## src/hdl/gnt_pkg.sv

```systemverilog
package gnt_pkg;

	// Character codes the scanner tests for.
	localparam logic [7:0] CH_DOLLAR = 8'h24;
	localparam logic [7:0] CH_LT     = 8'h3C;
	localparam logic [7:0] CH_AT     = 8'h40;
	localparam logic [7:0] CH_COLON  = 8'h3A;
	localparam logic [7:0] CH_EQUAL  = 8'h3D;
	localparam logic [7:0] CH_GT     = 8'h3E;
	localparam logic [7:0] CH_PERIOD = 8'h2E;
	localparam logic [7:0] CH_BAR    = 8'h7C;
	localparam logic [7:0] CH_UNDER  = 8'h5F;
	localparam logic [7:0] CH_NL     = 8'h0A;
	localparam logic [7:0] CH_SPACE  = 8'h20;
	localparam logic [7:0] CH_TAB    = 8'h09;
	localparam logic [7:0] CH_VT     = 8'h0B;
	localparam logic [7:0] CH_FF     = 8'h0C;
	localparam logic [7:0] CH_CR     = 8'h0D;

	localparam int NAME_BYTES  = 16;
	localparam int QUEUE_DEPTH = 4;
	localparam int QPTR_W      = $clog2(QUEUE_DEPTH);
	localparam int QCNT_W      = $clog2(QUEUE_DEPTH + 1);

	typedef enum logic [2:0] {
		KIND_NONTERM = 3'd0,
		KIND_TERM    = 3'd1,
		KIND_FUNC    = 3'd2,
		KIND_ASSIGN  = 3'd3,
		KIND_PERIOD  = 3'd4,
		KIND_BAR     = 3'd5,
		KIND_END     = 3'd6,
		KIND_ERROR   = 3'd7
	} kind_t;

	typedef enum logic [8:0] {
		PH_START   = 9'b000000001,
		PH_COMMENT = 9'b000000010,
		PH_LT      = 9'b000000100,
		PH_NT      = 9'b000001000,
		PH_TERM    = 9'b000010000,
		PH_AT      = 9'b000100000,
		PH_FUNC    = 9'b001000000,
		PH_COLON1  = 9'b010000000,
		PH_COLON2  = 9'b100000000
	} phase_t;

	typedef struct packed {
		kind_t        kind;
		logic [4:0]   len;
		logic [63:0]  chars_lo;
		logic [63:0]  chars_hi;
		logic [15:0]  line;
		logic [15:0]  column;
		logic         last;
	} token_t;

	// Up to two tokens come out of one character.
	typedef struct packed {
		logic   first_valid;
		logic   second_valid;
		token_t first;
		token_t second;
	} lex_res_t;

	typedef struct packed {
		logic   emit;
		kind_t  kind;
		phase_t phase;
		logic   halt;
		logic   name_begin;
	} start_res_t;

	function automatic logic is_name_start(logic [7:0] c);
		return (c == CH_UNDER) || (c >= 8'h61 && c <= 8'h7A) || (c >= 8'h41 && c <= 8'h5A);
	endfunction

	function automatic logic is_name_char(logic [7:0] c);
		return is_name_start(c) || (c >= 8'h30 && c <= 8'h39);
	endfunction

	function automatic logic is_space(logic [7:0] c);
		return (c == CH_NL) || (c == CH_SPACE) || (c == CH_FF) || (c == CH_CR) ||
			(c == CH_TAB) || (c == CH_VT);
	endfunction

	// Decision taken when a character is examined in the start phase.
	function automatic start_res_t start_scan(logic [7:0] c, logic eoi);
		start_res_t r;
		r.emit = 1'b0;
		r.kind = KIND_END;
		r.phase = PH_START;
		r.halt = 1'b0;
		r.name_begin = 1'b0;
		if (eoi) begin
			r.emit = 1'b1;
			r.kind = KIND_END;
			r.halt = 1'b1;
		end else if (is_space(c)) begin
			r.phase = PH_START;
		end else if (c == CH_DOLLAR) begin
			r.phase = PH_COMMENT;
		end else if (c == CH_LT) begin
			r.phase = PH_LT;
		end else if (c == CH_AT) begin
			r.phase = PH_AT;
		end else if (c == CH_COLON) begin
			r.phase = PH_COLON1;
		end else if (c == CH_PERIOD) begin
			r.emit = 1'b1;
			r.kind = KIND_PERIOD;
		end else if (c == CH_BAR) begin
			r.emit = 1'b1;
			r.kind = KIND_BAR;
		end else if (is_name_start(c)) begin
			r.phase = PH_TERM;
			r.name_begin = 1'b1;
		end else begin
			r.emit = 1'b1;
			r.kind = KIND_ERROR;
			r.halt = 1'b1;
		end
		return r;
	endfunction

endpackage

```

## src/hdl/gnt_char_if.sv

```systemverilog
interface gnt_char_if;
	logic       valid;
	logic       ready;
	logic [7:0] ch;
	logic       end_of_input;

	modport source (output valid, output ch, output end_of_input, input ready);
	modport sink (input valid, input ch, input end_of_input, output ready);
endinterface

```

## src/hdl/gnt_token_if.sv

```systemverilog
interface gnt_token_if;
	logic        valid;
	logic        ready;
	logic [2:0]  token_kind;
	logic [4:0]  name_length;
	logic [63:0] name_chars_low;
	logic [63:0] name_chars_high;
	logic [15:0] token_line;
	logic [15:0] token_column;
	logic        last_of_run;

	modport source (output valid, output token_kind, output name_length,
		output name_chars_low, output name_chars_high, output token_line,
		output token_column, output last_of_run, input ready);
	modport sink (input valid, input token_kind, input name_length,
		input name_chars_low, input name_chars_high, input token_line,
		input token_column, input last_of_run, output ready);
endinterface

```

## src/hdl/gnt_lexer.sv

```systemverilog
module gnt_lexer #(
	parameter int NAME_MAX = 16
) (
	input  logic             clk,
	input  logic             arst_n,
	input  logic             go,
	input  logic [7:0]       ch,
	input  logic             eoi,
	output gnt_pkg::lex_res_t res
);
	localparam int CNT_W = $clog2(NAME_MAX + 1);
	localparam int IDX_W = (NAME_MAX > 1) ? $clog2(NAME_MAX) : 1;

	gnt_pkg::phase_t phase_q, phase_n;
	logic [CNT_W-1:0] count_q, count_n;
	logic [7:0]       name_q [NAME_MAX];
	logic [15:0]      line_q, line_n, col_q, col_n;
	logic [15:0]      st_line_q, st_line_n, st_col_q, st_col_n;
	logic             halted_q, halted_n;

	logic             wr_en;
	logic [IDX_W-1:0] wr_idx;
	logic [7:0]       name_bytes [gnt_pkg::NAME_BYTES];
	logic [63:0]      chars_lo, chars_hi;
	gnt_pkg::start_res_t sr;
	gnt_pkg::token_t  name_tok;
	logic             can_keep;

	// Bytes at and beyond the kept length read as zero.
	for (genvar i = 0; i < gnt_pkg::NAME_BYTES; i++) begin : g_bytes
		if (i < NAME_MAX) begin : g_kept
			assign name_bytes[i] = (CNT_W'(i) < count_q) ? name_q[i] : 8'h00;
		end else begin : g_none
			assign name_bytes[i] = 8'h00;
		end
	end

	always_comb begin
		for (int i = 0; i < 8; i++) begin
			chars_lo[8*i +: 8] = name_bytes[i];
			chars_hi[8*i +: 8] = name_bytes[i+8];
		end
	end

	function automatic gnt_pkg::token_t plain_tok(gnt_pkg::kind_t k, logic [15:0] ln,
			logic [15:0] cl);
		gnt_pkg::token_t t;
		t = '0;
		t.kind = k;
		t.line = ln;
		t.column = cl;
		return t;
	endfunction

	assign can_keep = count_q < CNT_W'(NAME_MAX);
	assign sr = gnt_pkg::start_scan(ch, eoi);

	always_comb begin
		name_tok = '0;
		name_tok.kind = gnt_pkg::KIND_TERM;
		name_tok.len = 5'(count_q);
		name_tok.chars_lo = chars_lo;
		name_tok.chars_hi = chars_hi;
		name_tok.line = st_line_q;
		name_tok.column = st_col_q;
	end

	always_comb begin
		res = '0;
		phase_n = phase_q;
		count_n = count_q;
		wr_en = 1'b0;
		wr_idx = '0;
		st_line_n = st_line_q;
		st_col_n = st_col_q;
		halted_n = halted_q;
		line_n = line_q;
		col_n = col_q;
		if (go && !halted_q) begin
			case (phase_q)
				gnt_pkg::PH_START: begin
					st_line_n = line_q;
					st_col_n = col_q;
					res.first_valid = sr.emit;
					res.first = plain_tok(sr.kind, line_q, col_q);
					phase_n = sr.phase;
					halted_n = sr.halt;
					if (sr.name_begin) begin
						count_n = CNT_W'(1);
						wr_en = 1'b1;
					end
				end
				gnt_pkg::PH_COMMENT: begin
					if (eoi) begin
						res.first_valid = 1'b1;
						res.first = plain_tok(gnt_pkg::KIND_ERROR, st_line_q, st_col_q);
						halted_n = 1'b1;
					end else if (ch == gnt_pkg::CH_DOLLAR) begin
						phase_n = gnt_pkg::PH_START;
					end
				end
				gnt_pkg::PH_LT, gnt_pkg::PH_AT: begin
					if (!eoi && gnt_pkg::is_name_start(ch)) begin
						count_n = CNT_W'(1);
						wr_en = 1'b1;
						phase_n = (phase_q == gnt_pkg::PH_LT) ? gnt_pkg::PH_NT
							: gnt_pkg::PH_FUNC;
					end else begin
						res.first_valid = 1'b1;
						res.first = plain_tok(gnt_pkg::KIND_ERROR, st_line_q, st_col_q);
						halted_n = 1'b1;
					end
				end
				gnt_pkg::PH_NT: begin
					if (!eoi && ch == gnt_pkg::CH_GT) begin
						res.first_valid = 1'b1;
						res.first = name_tok;
						res.first.kind = gnt_pkg::KIND_NONTERM;
						phase_n = gnt_pkg::PH_START;
					end else if (!eoi && gnt_pkg::is_name_char(ch)) begin
						wr_en = can_keep;
						wr_idx = count_q[IDX_W-1:0];
						count_n = can_keep ? count_q + CNT_W'(1) : count_q;
					end else begin
						res.first_valid = 1'b1;
						res.first = plain_tok(gnt_pkg::KIND_ERROR, st_line_q, st_col_q);
						halted_n = 1'b1;
					end
				end
				gnt_pkg::PH_TERM, gnt_pkg::PH_FUNC: begin
					if (!eoi && gnt_pkg::is_name_char(ch)) begin
						wr_en = can_keep;
						wr_idx = count_q[IDX_W-1:0];
						count_n = can_keep ? count_q + CNT_W'(1) : count_q;
					end else begin
						// The name ends here and the same character is scanned again.
						res.first_valid = 1'b1;
						res.first = name_tok;
						res.first.kind = (phase_q == gnt_pkg::PH_TERM) ? gnt_pkg::KIND_TERM
							: gnt_pkg::KIND_FUNC;
						st_line_n = line_q;
						st_col_n = col_q;
						res.second_valid = sr.emit;
						res.second = plain_tok(sr.kind, line_q, col_q);
						phase_n = sr.phase;
						halted_n = sr.halt;
						if (sr.name_begin) begin
							count_n = CNT_W'(1);
							wr_en = 1'b1;
						end
					end
				end
				gnt_pkg::PH_COLON1: begin
					if (!eoi && ch == gnt_pkg::CH_COLON) begin
						phase_n = gnt_pkg::PH_COLON2;
					end else begin
						res.first_valid = 1'b1;
						res.first = plain_tok(gnt_pkg::KIND_ERROR, st_line_q, st_col_q);
						halted_n = 1'b1;
					end
				end
				gnt_pkg::PH_COLON2: begin
					if (!eoi && ch == gnt_pkg::CH_EQUAL) begin
						res.first_valid = 1'b1;
						res.first = plain_tok(gnt_pkg::KIND_ASSIGN, st_line_q, st_col_q);
						phase_n = gnt_pkg::PH_START;
					end else begin
						res.first_valid = 1'b1;
						res.first = plain_tok(gnt_pkg::KIND_ERROR, st_line_q, st_col_q);
						halted_n = 1'b1;
					end
				end
				default: begin
					phase_n = gnt_pkg::PH_START;
				end
			endcase
			res.first.last = !res.second_valid;
			res.second.last = 1'b1;
			if (!eoi) begin
				if (ch == gnt_pkg::CH_NL) begin
					line_n = (line_q != 16'hFFFF) ? line_q + 16'd1 : line_q;
					col_n = '0;
				end else if (col_q != 16'hFFFF) begin
					col_n = col_q + 16'd1;
				end
			end
		end
	end

	always_ff @(posedge clk or negedge arst_n) begin
		if (!arst_n) begin
			phase_q <= gnt_pkg::PH_START;
			count_q <= '0;
			line_q <= 16'd1;
			col_q <= 16'd1;
			st_line_q <= 16'd1;
			st_col_q <= 16'd1;
			halted_q <= 1'b0;
		end else begin
			phase_q <= phase_n;
			count_q <= count_n;
			line_q <= line_n;
			col_q <= col_n;
			st_line_q <= st_line_n;
			st_col_q <= st_col_n;
			halted_q <= halted_n;
		end
	end

	always_ff @(posedge clk) begin
		if (wr_en) begin
			name_q[wr_idx] <= ch;
		end
	end

endmodule

```

## src/hdl/gnt_token_queue.sv

```systemverilog
module gnt_token_queue (
	input  logic              clk,
	input  logic              arst_n,
	input  gnt_pkg::lex_res_t res,
	output logic              room,
	gnt_token_if.source       tokens
);
	gnt_pkg::token_t                mem_q [gnt_pkg::QUEUE_DEPTH];
	logic [gnt_pkg::QPTR_W-1:0]     wp_q, rp_q;
	logic [gnt_pkg::QCNT_W-1:0]     cnt_q;
	logic                           pop;
	logic [gnt_pkg::QCNT_W-1:0]     pushes;
	gnt_pkg::token_t                head;

	// Room for the two tokens that one character can cause.
	assign room = cnt_q <= gnt_pkg::QCNT_W'(gnt_pkg::QUEUE_DEPTH - 2);
	assign pop = tokens.valid && tokens.ready;
	assign pushes = gnt_pkg::QCNT_W'(res.first_valid) + gnt_pkg::QCNT_W'(res.second_valid);

	always_ff @(posedge clk or negedge arst_n) begin
		if (!arst_n) begin
			wp_q <= '0;
			rp_q <= '0;
			cnt_q <= '0;
		end else begin
			wp_q <= wp_q + gnt_pkg::QPTR_W'(pushes);
			rp_q <= rp_q + gnt_pkg::QPTR_W'(pop);
			cnt_q <= cnt_q + pushes - gnt_pkg::QCNT_W'(pop);
		end
	end

	always_ff @(posedge clk) begin
		if (res.first_valid) begin
			mem_q[wp_q] <= res.first;
		end
		if (res.second_valid) begin
			mem_q[wp_q + gnt_pkg::QPTR_W'(1)] <= res.second;
		end
	end

	assign head = mem_q[rp_q];
	assign tokens.valid = cnt_q != '0;
	assign tokens.token_kind = head.kind;
	assign tokens.name_length = head.len;
	assign tokens.name_chars_low = head.chars_lo;
	assign tokens.name_chars_high = head.chars_hi;
	assign tokens.token_line = head.line;
	assign tokens.token_column = head.column;
	assign tokens.last_of_run = head.last;

endmodule

```

## src/hdl/grammar_notation_tokenizer_core.sv

```systemverilog
// Grammar notation tokenizer. One character, or an end-of-input mark, is
// taken per beat on chars, and one token leaves per beat on tokens. The block
// accepts a character every cycle while the token queue has room: it is
// registered, scanned from that register, and its zero, one or two tokens
// enter a four-entry token queue. Input stalls only while the queue holds
// more than two tokens, which happens only when the token side stalls; with
// the token side always ready the queue never goes above two, since a
// character that ends a name and starts another token always follows one that
// yields nothing. After an end or error token every further character is
// accepted and dropped until reset.
module grammar_notation_tokenizer_core #(
	parameter int NAME_MAX = 16
) (
	input  logic         clk,
	input  logic         arst_n,
	gnt_char_if.sink     chars,
	gnt_token_if.source  tokens
);
	logic       valid_s1;
	logic [7:0] ch_s1;
	logic       eoi_s1;
	logic       room;
	logic       advance;
	logic       accept;
	gnt_pkg::lex_res_t res;

	assign advance = valid_s1 && room;
	assign chars.ready = !valid_s1 || room;
	assign accept = chars.valid && chars.ready;

	always_ff @(posedge clk or negedge arst_n) begin
		if (!arst_n) begin
			valid_s1 <= 1'b0;
		end else if (accept) begin
			valid_s1 <= 1'b1;
		end else if (advance) begin
			valid_s1 <= 1'b0;
		end
	end

	always_ff @(posedge clk) begin
		if (accept) begin
			ch_s1 <= chars.ch;
			eoi_s1 <= chars.end_of_input;
		end
	end

	gnt_lexer #(
		.NAME_MAX(NAME_MAX)
	) u_lexer (
		.clk(clk),
		.arst_n(arst_n),
		.go(advance),
		.ch(ch_s1),
		.eoi(eoi_s1),
		.res(res)
	);

	gnt_token_queue u_queue (
		.clk(clk),
		.arst_n(arst_n),
		.res(res),
		.room(room),
		.tokens(tokens)
	);

	a_second_needs_first: assert property (@(posedge clk) disable iff (!arst_n)
		res.second_valid |-> res.first_valid)
		else $error("second token without a first one");

	a_push_needs_room: assert property (@(posedge clk) disable iff (!arst_n)
		res.first_valid |-> room)
		else $error("token pushed into a full queue");

	a_halt_after_final: assert property (@(posedge clk) disable iff (!arst_n)
		(res.first_valid && res.first.last &&
			(res.first.kind == gnt_pkg::KIND_END || res.first.kind == gnt_pkg::KIND_ERROR))
		|=> !res.first_valid)
		else $error("token produced after end or error");

endmodule

```

## src/flat_wrapper.sv

```systemverilog
// flat-port wrapper written by rule: the top's interface ports become plain ports
module grammar_notation_tokenizer_core_flat 
#(
	parameter int NAME_MAX = 16
)
  (clk, arst_n, chars_valid, chars_ch, chars_end_of_input, chars_ready, tokens_valid, tokens_token_kind, tokens_name_length, tokens_name_chars_low, tokens_name_chars_high, tokens_token_line, tokens_token_column, tokens_last_of_run, tokens_ready);
  gnt_char_if chars_i ();
  gnt_token_if tokens_i ();
  input  logic clk;
  input  logic arst_n;
  input wire logic [$bits(chars_i.valid)-1:0] chars_valid;
  input wire logic [$bits(chars_i.ch)-1:0] chars_ch;
  input wire logic [$bits(chars_i.end_of_input)-1:0] chars_end_of_input;
  output wire logic [$bits(chars_i.ready)-1:0] chars_ready;
  output wire logic [$bits(tokens_i.valid)-1:0] tokens_valid;
  output wire logic [$bits(tokens_i.token_kind)-1:0] tokens_token_kind;
  output wire logic [$bits(tokens_i.name_length)-1:0] tokens_name_length;
  output wire logic [$bits(tokens_i.name_chars_low)-1:0] tokens_name_chars_low;
  output wire logic [$bits(tokens_i.name_chars_high)-1:0] tokens_name_chars_high;
  output wire logic [$bits(tokens_i.token_line)-1:0] tokens_token_line;
  output wire logic [$bits(tokens_i.token_column)-1:0] tokens_token_column;
  output wire logic [$bits(tokens_i.last_of_run)-1:0] tokens_last_of_run;
  input wire logic [$bits(tokens_i.ready)-1:0] tokens_ready;
  assign chars_i.valid = chars_valid;
  assign chars_i.ch = chars_ch;
  assign chars_i.end_of_input = chars_end_of_input;
  assign chars_ready = chars_i.ready;
  assign tokens_valid = tokens_i.valid;
  assign tokens_token_kind = tokens_i.token_kind;
  assign tokens_name_length = tokens_i.name_length;
  assign tokens_name_chars_low = tokens_i.name_chars_low;
  assign tokens_name_chars_high = tokens_i.name_chars_high;
  assign tokens_token_line = tokens_i.token_line;
  assign tokens_token_column = tokens_i.token_column;
  assign tokens_last_of_run = tokens_i.last_of_run;
  assign tokens_i.ready = tokens_ready;
  grammar_notation_tokenizer_core #(.NAME_MAX(NAME_MAX)) u_core (.clk(clk), .arst_n(arst_n), .chars(chars_i), .tokens(tokens_i));
endmodule
```

## config.mk

```make
export PLATFORM = sky130hd
export DESIGN_NAME = grammar_notation_tokenizer_core_flat
export DESIGN_NICKNAME = d
export VERILOG_FILES = /design/src/hdl/gnt_pkg.sv /design/src/hdl/gnt_char_if.sv /design/src/hdl/gnt_token_if.sv /design/src/hdl/gnt_lexer.sv /design/src/hdl/gnt_token_queue.sv /design/src/hdl/grammar_notation_tokenizer_core.sv /design/src/flat_wrapper.sv
export SDC_FILE = /design/constraint.sdc
export NUM_CORES = 1
export LEC_CHECK = 0
export BUFFER_PORTS_ARGS = -buffer_cell sky130_fd_sc_hd__buf_2
export CORE_AREA = 2 2 423 425
export DETAILED_ROUTE_END_ITERATION = 6
export DIE_AREA = 0 0 425 427
export PLACE_DENSITY_LB_ADDON = 0.08
export SYNTH_ARGS = -nofsm -noshare
export SYNTH_HDL_FRONTEND = slang
export SYNTH_SLANG_ARGS = --single-unit
```

## constraint.sdc

```tcl
create_clock -name clk -period 4.1 [get_ports clk]
set_clock_uncertainty 0.15 [all_clocks]
set_input_delay 0.82 -clock clk [delete_from_list [all_inputs] [get_ports clk]]
set_output_delay 0.82 -clock clk [all_outputs]
set_load 0.1 [all_outputs]
```

==> metrics.log <==
[metrics] Register-to-Register Path Depth: 8
[metrics] Area Growth Syn to Fin: 18.9%
[metrics] maximum number of buffers from clock root to sink: 3
[metrics] run status: completed
[metrics] TritonCTS clock tree: done
[metrics] start of the worst register-to-register path: u_core.u_lexer.phase_q[8]
[metrics] data required time at the worst endpoint: roughly 3.1 ns
[metrics] initial antenna violation count: 13
[metrics] count of input and output buffers: 183
[metrics] highest net fanout along the worst path: 18
[metrics] path type of the worst setup path: reg2out
[metrics] Min-Delay Startpoint: chars_ch[1]
[metrics] first-pass iteration count of the detailed router: 5
[metrics] HPWL after detailed placement: 94.5 mm
[metrics] Placement Setup Slack: between 0.3 and 0.4 ns
[metrics] cell depth of the worst hold path: 1
[metrics] Seq cells post-synth: 900
[metrics] min Tclk post-route: roughly 4.0 ns
[metrics] total congestion overflow after global routing: 0
[metrics] Cell Pwr Density: 580 nW/um2
[metrics] net count reported at finish: approximately 4000
[metrics] final hold slack: 0.189 ns
[metrics] die height: 427 um
[metrics] Cells after Synth: ~3900
[metrics] Floorplan Core Area: 177000 um2
[metrics] Placed Instances: slightly above 6000
[metrics] Placer Congestion: ~0.76
[metrics] delay-heaviest family, CP: buffers and inverters
[metrics] die area: 181000 um2
[metrics] via count: roughly 33000
[metrics] Avg Vias per Cell: 5.23
[metrics] row count: 155
[metrics] number of global-route vias before repair: 33700
[metrics] CP peak stage delay: around 0.77 ns
[metrics] fin area: between 40000 and 50000 um2
[metrics] WP buf/inv: 2
[metrics] register-to-register setup slack: 0.29 ns
[metrics] # clock sinks: 900
[metrics] Hold Crit Endpoint: u_core.ch_s1[1]
[metrics] most frequent cells in the layout: 532 x sky130_fd_sc_hd__dfxtp_1, 451 x sky130_fd_sc_hd__o21ai_0, 418 x sky130_fd_sc_hd__a21oi_1
[metrics] P_leak: between 15 and 20 nW
[metrics] number of distinct standard cells referenced by the synthesized netlist: 86
[metrics] highest ir drop seen on vdd: between 0.7 and 0.8 mV
[metrics] insertion delay of the later-clocked pin in the worst-skew pair: between 0.7 and 0.8 ns
[metrics] most common cell after layout, fill and taps aside: sky130_fd_sc_hd__dfxtp_1
[metrics] tightest slew margin relative to the limit: 0.266
[metrics] final wirelength: 171 mm
[metrics] Final setup violation count: 0
[metrics] Max Transition Viols Final: 0
[metrics] post-route setup slack: around 0.14 ns
[metrics] number of H-tree levels: 3
[metrics] Critical Path End Type: primary output
[metrics] unrepaired setup endpoints after global routing: false
[metrics] number of standard cells in the layout, taps in and fillers out: approximately 6300
[metrics] number of enable flip-flop cells after synthesis: between 200 and 300
[metrics] maximum achievable frequency: 253 MHz
[metrics] pin count of the biggest net entering global routing: around 220
[metrics] Synth Warn #: 0
[metrics] clock root buffer: sky130_fd_sc_hd__clkbuf_16
[metrics] number of CTS-inserted buffers: 111
[metrics] Die X-Extent: around 430 um
[metrics] syn avg cell area: around 11 um2
[metrics] nets in the synthesized netlist: 3882
[metrics] final critical-path share of the clock period: 0.965
[metrics] final-layout fill cell count: around 19000
[metrics] ports placed on the boundary: ~180
[metrics] cell-by-cell listing of the critical path: buf_4 > mux4_2 > buf_2
[metrics] type of the most critical hold path: in2reg
[metrics] Hold Violations, Final: 0
[metrics] Initial Utilization: 0.229
[metrics] placed inst area: 44600 um2
[metrics] Worst-Margin Slew: roughly 1.1 ns
[metrics] Clock transition at path regs: 0.06 ns
[metrics] average wire length per cell after detail routing: 27.0 um
[metrics] sum of negative setup slack: 0 ns
[metrics] type of origin of the critical path: flip-flop
[metrics] antenna-violating nets left: 0
[metrics] aggregate global-route resource usage: 0.184
[metrics] global-route wire length before repair: around 250 mm
[metrics] cell with the largest stage delay on the worst path: sky130_fd_sc_hd__dfrtp_4
[metrics] arrival time of data at the critical path endpoint: between 2 and 3 ns
[metrics] fraction of synthesis flops using an asynchronous set or reset pin: 0.0967
[metrics] share of layout cells above drive strength 1: 0.198
[metrics] max-cap violation count: 0
[metrics] mapped cell area: between 40000 and 50000 um2
[metrics] post-detailed-route DRC marker count: 0
[metrics] Seq/Total Area, Yosys: 0.524
[metrics] Most used DFF post-synth: sky130_fd_sc_hd__dfxtp_1
[metrics] endpoint of the worst-slack reg-to-reg timing path: u_core.u_queue.mem_q[2][20]
[metrics] Iteration-0 DRC Markers: around 2700
-- worst max-delay path by stage --
stage	cells past startpoint	startpoint	to
final	3	u_core.u_queue.rp_q[0]	tokens_name_chars_high[58]
after global routing	4	u_core.u_queue.rp_q[0]	tokens_name_chars_low[9]
after CTS	4	u_core.u_queue.rp_q[0]	tokens_name_chars_low[9]
after detailed placement	7	u_core.u_lexer.phase_q[8]	u_core.u_lexer.name_q[7][2]
after global placement	16	u_core.ch_s1[1]	u_core.u_queue.cnt_q[2]
after floorplan	20	u_core.ch_s1[3]	u_core.u_queue.cnt_q[2]
-- through the flow --
stage,total power [mW],util
after global placement,18.4,0.252
after floorplan,15.1,-
after detailed placement,18.3,0.252
final,28.0,0.272
after CTS,28.4,0.272
after global routing,29.0,0.272
-- cells by family (layout without fill, tap and decap cells) --
group | Yosys count | in the layout | synth area share
adder cells (fa/ha/maj) | 10 | 10 | 0.00327
other | 0 | 5 | 0
buffers and inverters | 492 | 607 | 0.0524
XOR/XNOR | 35 | 35 | 0.00756
flip-flops | 900 | 900 | 0.524
multiplexers | 178 | 178 | 0.0963
AND/OR/NAND/NOR | 911 | 911 | 0.125
AO/OA/AOI/OAI | 1333 | 1333 | 0.191
-- power breakdown --
| part | internal, mW | total, mW | switching (mW) |
|---|---|---|---|
| sequential | 9.41 | 9.73 | 0.321 |
| combinational | 1.83 | 8.32 | 6.49 |
| clock | 5.68 | 9.91 | 4.23 |
-- flip-flops by register name, indices dropped and copies added (netlist names), 2 cells and up --
signal and cells:
u_core.u_lexer.name_q 128, u_core.u_lexer.st_col_q 16, u_core.u_lexer.st_line_q 16, u_core.u_queue.mem_q 676, u_core.u_queue.cnt_q 3, u_core.u_queue.wp_q 2
u_core.u_lexer.line_q 16, u_core.u_lexer.col_q 16, u_core.u_lexer.phase_q 9, u_core.ch_s1 8, u_core.u_lexer.count_q 5, u_core.u_queue.rp_q 2
-- worst reg2reg max path, delay by kind of cell (launching register included) --
family / cells / cell delay [ns]
compound gates: 2 / 1.09
buf+inv: 1 / 0.29
flops: 1 / 0.47
simple gates: 5 / 1.65
-- cell type report --
cell class / count / area, um2 / area share
antenna: 5 / 12.5 / 0.000259
multi-input combinational: 2467 / 17400 / 0.360
sequential: 900 / 21300 / 0.441
clock inverter: 29 / 354 / 0.00734
timing repair buffer: 354 / 2860 / 0.0592
inverter: 45 / 169 / 0.00350
clock buffer: 179 / 3260 / 0.0675
tap: 2355 / 2950 / 0.0611
-- per-layer routing --
metal | vias up | track usage | part of all wire
li1 | 14800 | - | -
met1 | 17200 | 0.260 | 0.46
met2 | 917 | 0.290 | 0.46
met3 | 216 | 0.0280 | 0.048
met4 | 2 | 0.0532 | 0.027
met5 | - | 0 | 0.000076
-- timing repair --
action                                  4_1_cts  5_1_grt
endpoints found under the setup margin        0        0
hold buffers                                  1        0
resized for setup                             0        0
endpoints found under the hold margin        32        0
buffers inserted                              0        0
-- cells in the mapped netlist, types with 4 or more instances --
library cell / number / area share
sky130_fd_sc_hd__buf_6: 5 / 0.0014
sky130_fd_sc_hd__xnor2_1: 32 / 0.0069
sky130_fd_sc_hd__nor2b_1: 4 / 0.00062
sky130_fd_sc_hd__buf_2: 136 / 0.017
sky130_fd_sc_hd__a211oi_1: 4 / 0.00074
sky130_fd_sc_hd__nand3_1: 34 / 0.0042
sky130_fd_sc_hd__edfxtp_1: 281 / 0.21
sky130_fd_sc_hd__o2bb2ai_1: 46 / 0.0099
sky130_fd_sc_hd__dfstp_2: 5 / 0.0032
sky130_fd_sc_hd__nand2b_1: 14 / 0.0022
sky130_fd_sc_hd__o21ai_1: 143 / 0.018
sky130_fd_sc_hd__dfxtp_1: 532 / 0.26
sky130_fd_sc_hd__ha_1: 9 / 0.0028
sky130_fd_sc_hd__clkbuf_1: 254 / 0.024
sky130_fd_sc_hd__buf_4: 18 / 0.0033
sky130_fd_sc_hd__a31oi_1: 4 / 0.00062
sky130_fd_sc_hd__nand3b_1: 4 / 0.00074
sky130_fd_sc_hd__o21ai_0: 451 / 0.056
sky130_fd_sc_hd__nor3b_1: 10 / 0.0019
sky130_fd_sc_hd__and2_1: 11 / 0.0017
sky130_fd_sc_hd__and3_1: 8 / 0.0012
sky130_fd_sc_hd__nor3_1: 14 / 0.0017
sky130_fd_sc_hd__nor4b_1: 4 / 0.00086
sky130_fd_sc_hd__a21o_1: 5 / 0.00093
sky130_fd_sc_hd__mux2_2: 8 / 0.0022
sky130_fd_sc_hd__nor4_1: 6 / 0.00093
sky130_fd_sc_hd__mux4_2: 169 / 0.094
sky130_fd_sc_hd__nand2_1: 271 / 0.025
sky130_fd_sc_hd__nand4_1: 396 / 0.061
sky130_fd_sc_hd__o32ai_1: 32 / 0.0069
sky130_fd_sc_hd__or4_1: 6 / 0.0011
sky130_fd_sc_hd__nor3_4: 10 / 0.0040
sky130_fd_sc_hd__dfrtp_1: 82 / 0.051
sky130_fd_sc_hd__o22ai_1: 39 / 0.0060
sky130_fd_sc_hd__nor2_1: 67 / 0.0062
sky130_fd_sc_hd__or2_2: 9 / 0.0014
sky130_fd_sc_hd__a21oi_1: 419 / 0.052
sky130_fd_sc_hd__o21a_1: 4 / 0.00074
sky130_fd_sc_hd__nor3_2: 9 / 0.0022
sky130_fd_sc_hd__o2bb2ai_2: 20 / 0.0074
sky130_fd_sc_hd__inv_1: 43 / 0.0040
sky130_fd_sc_hd__buf_1: 33 / 0.0031
sky130_fd_sc_hd__o211ai_1: 137 / 0.025
sky130_fd_sc_hd__or3_1: 12 / 0.0019
Power figures use the tool's default switching activity.
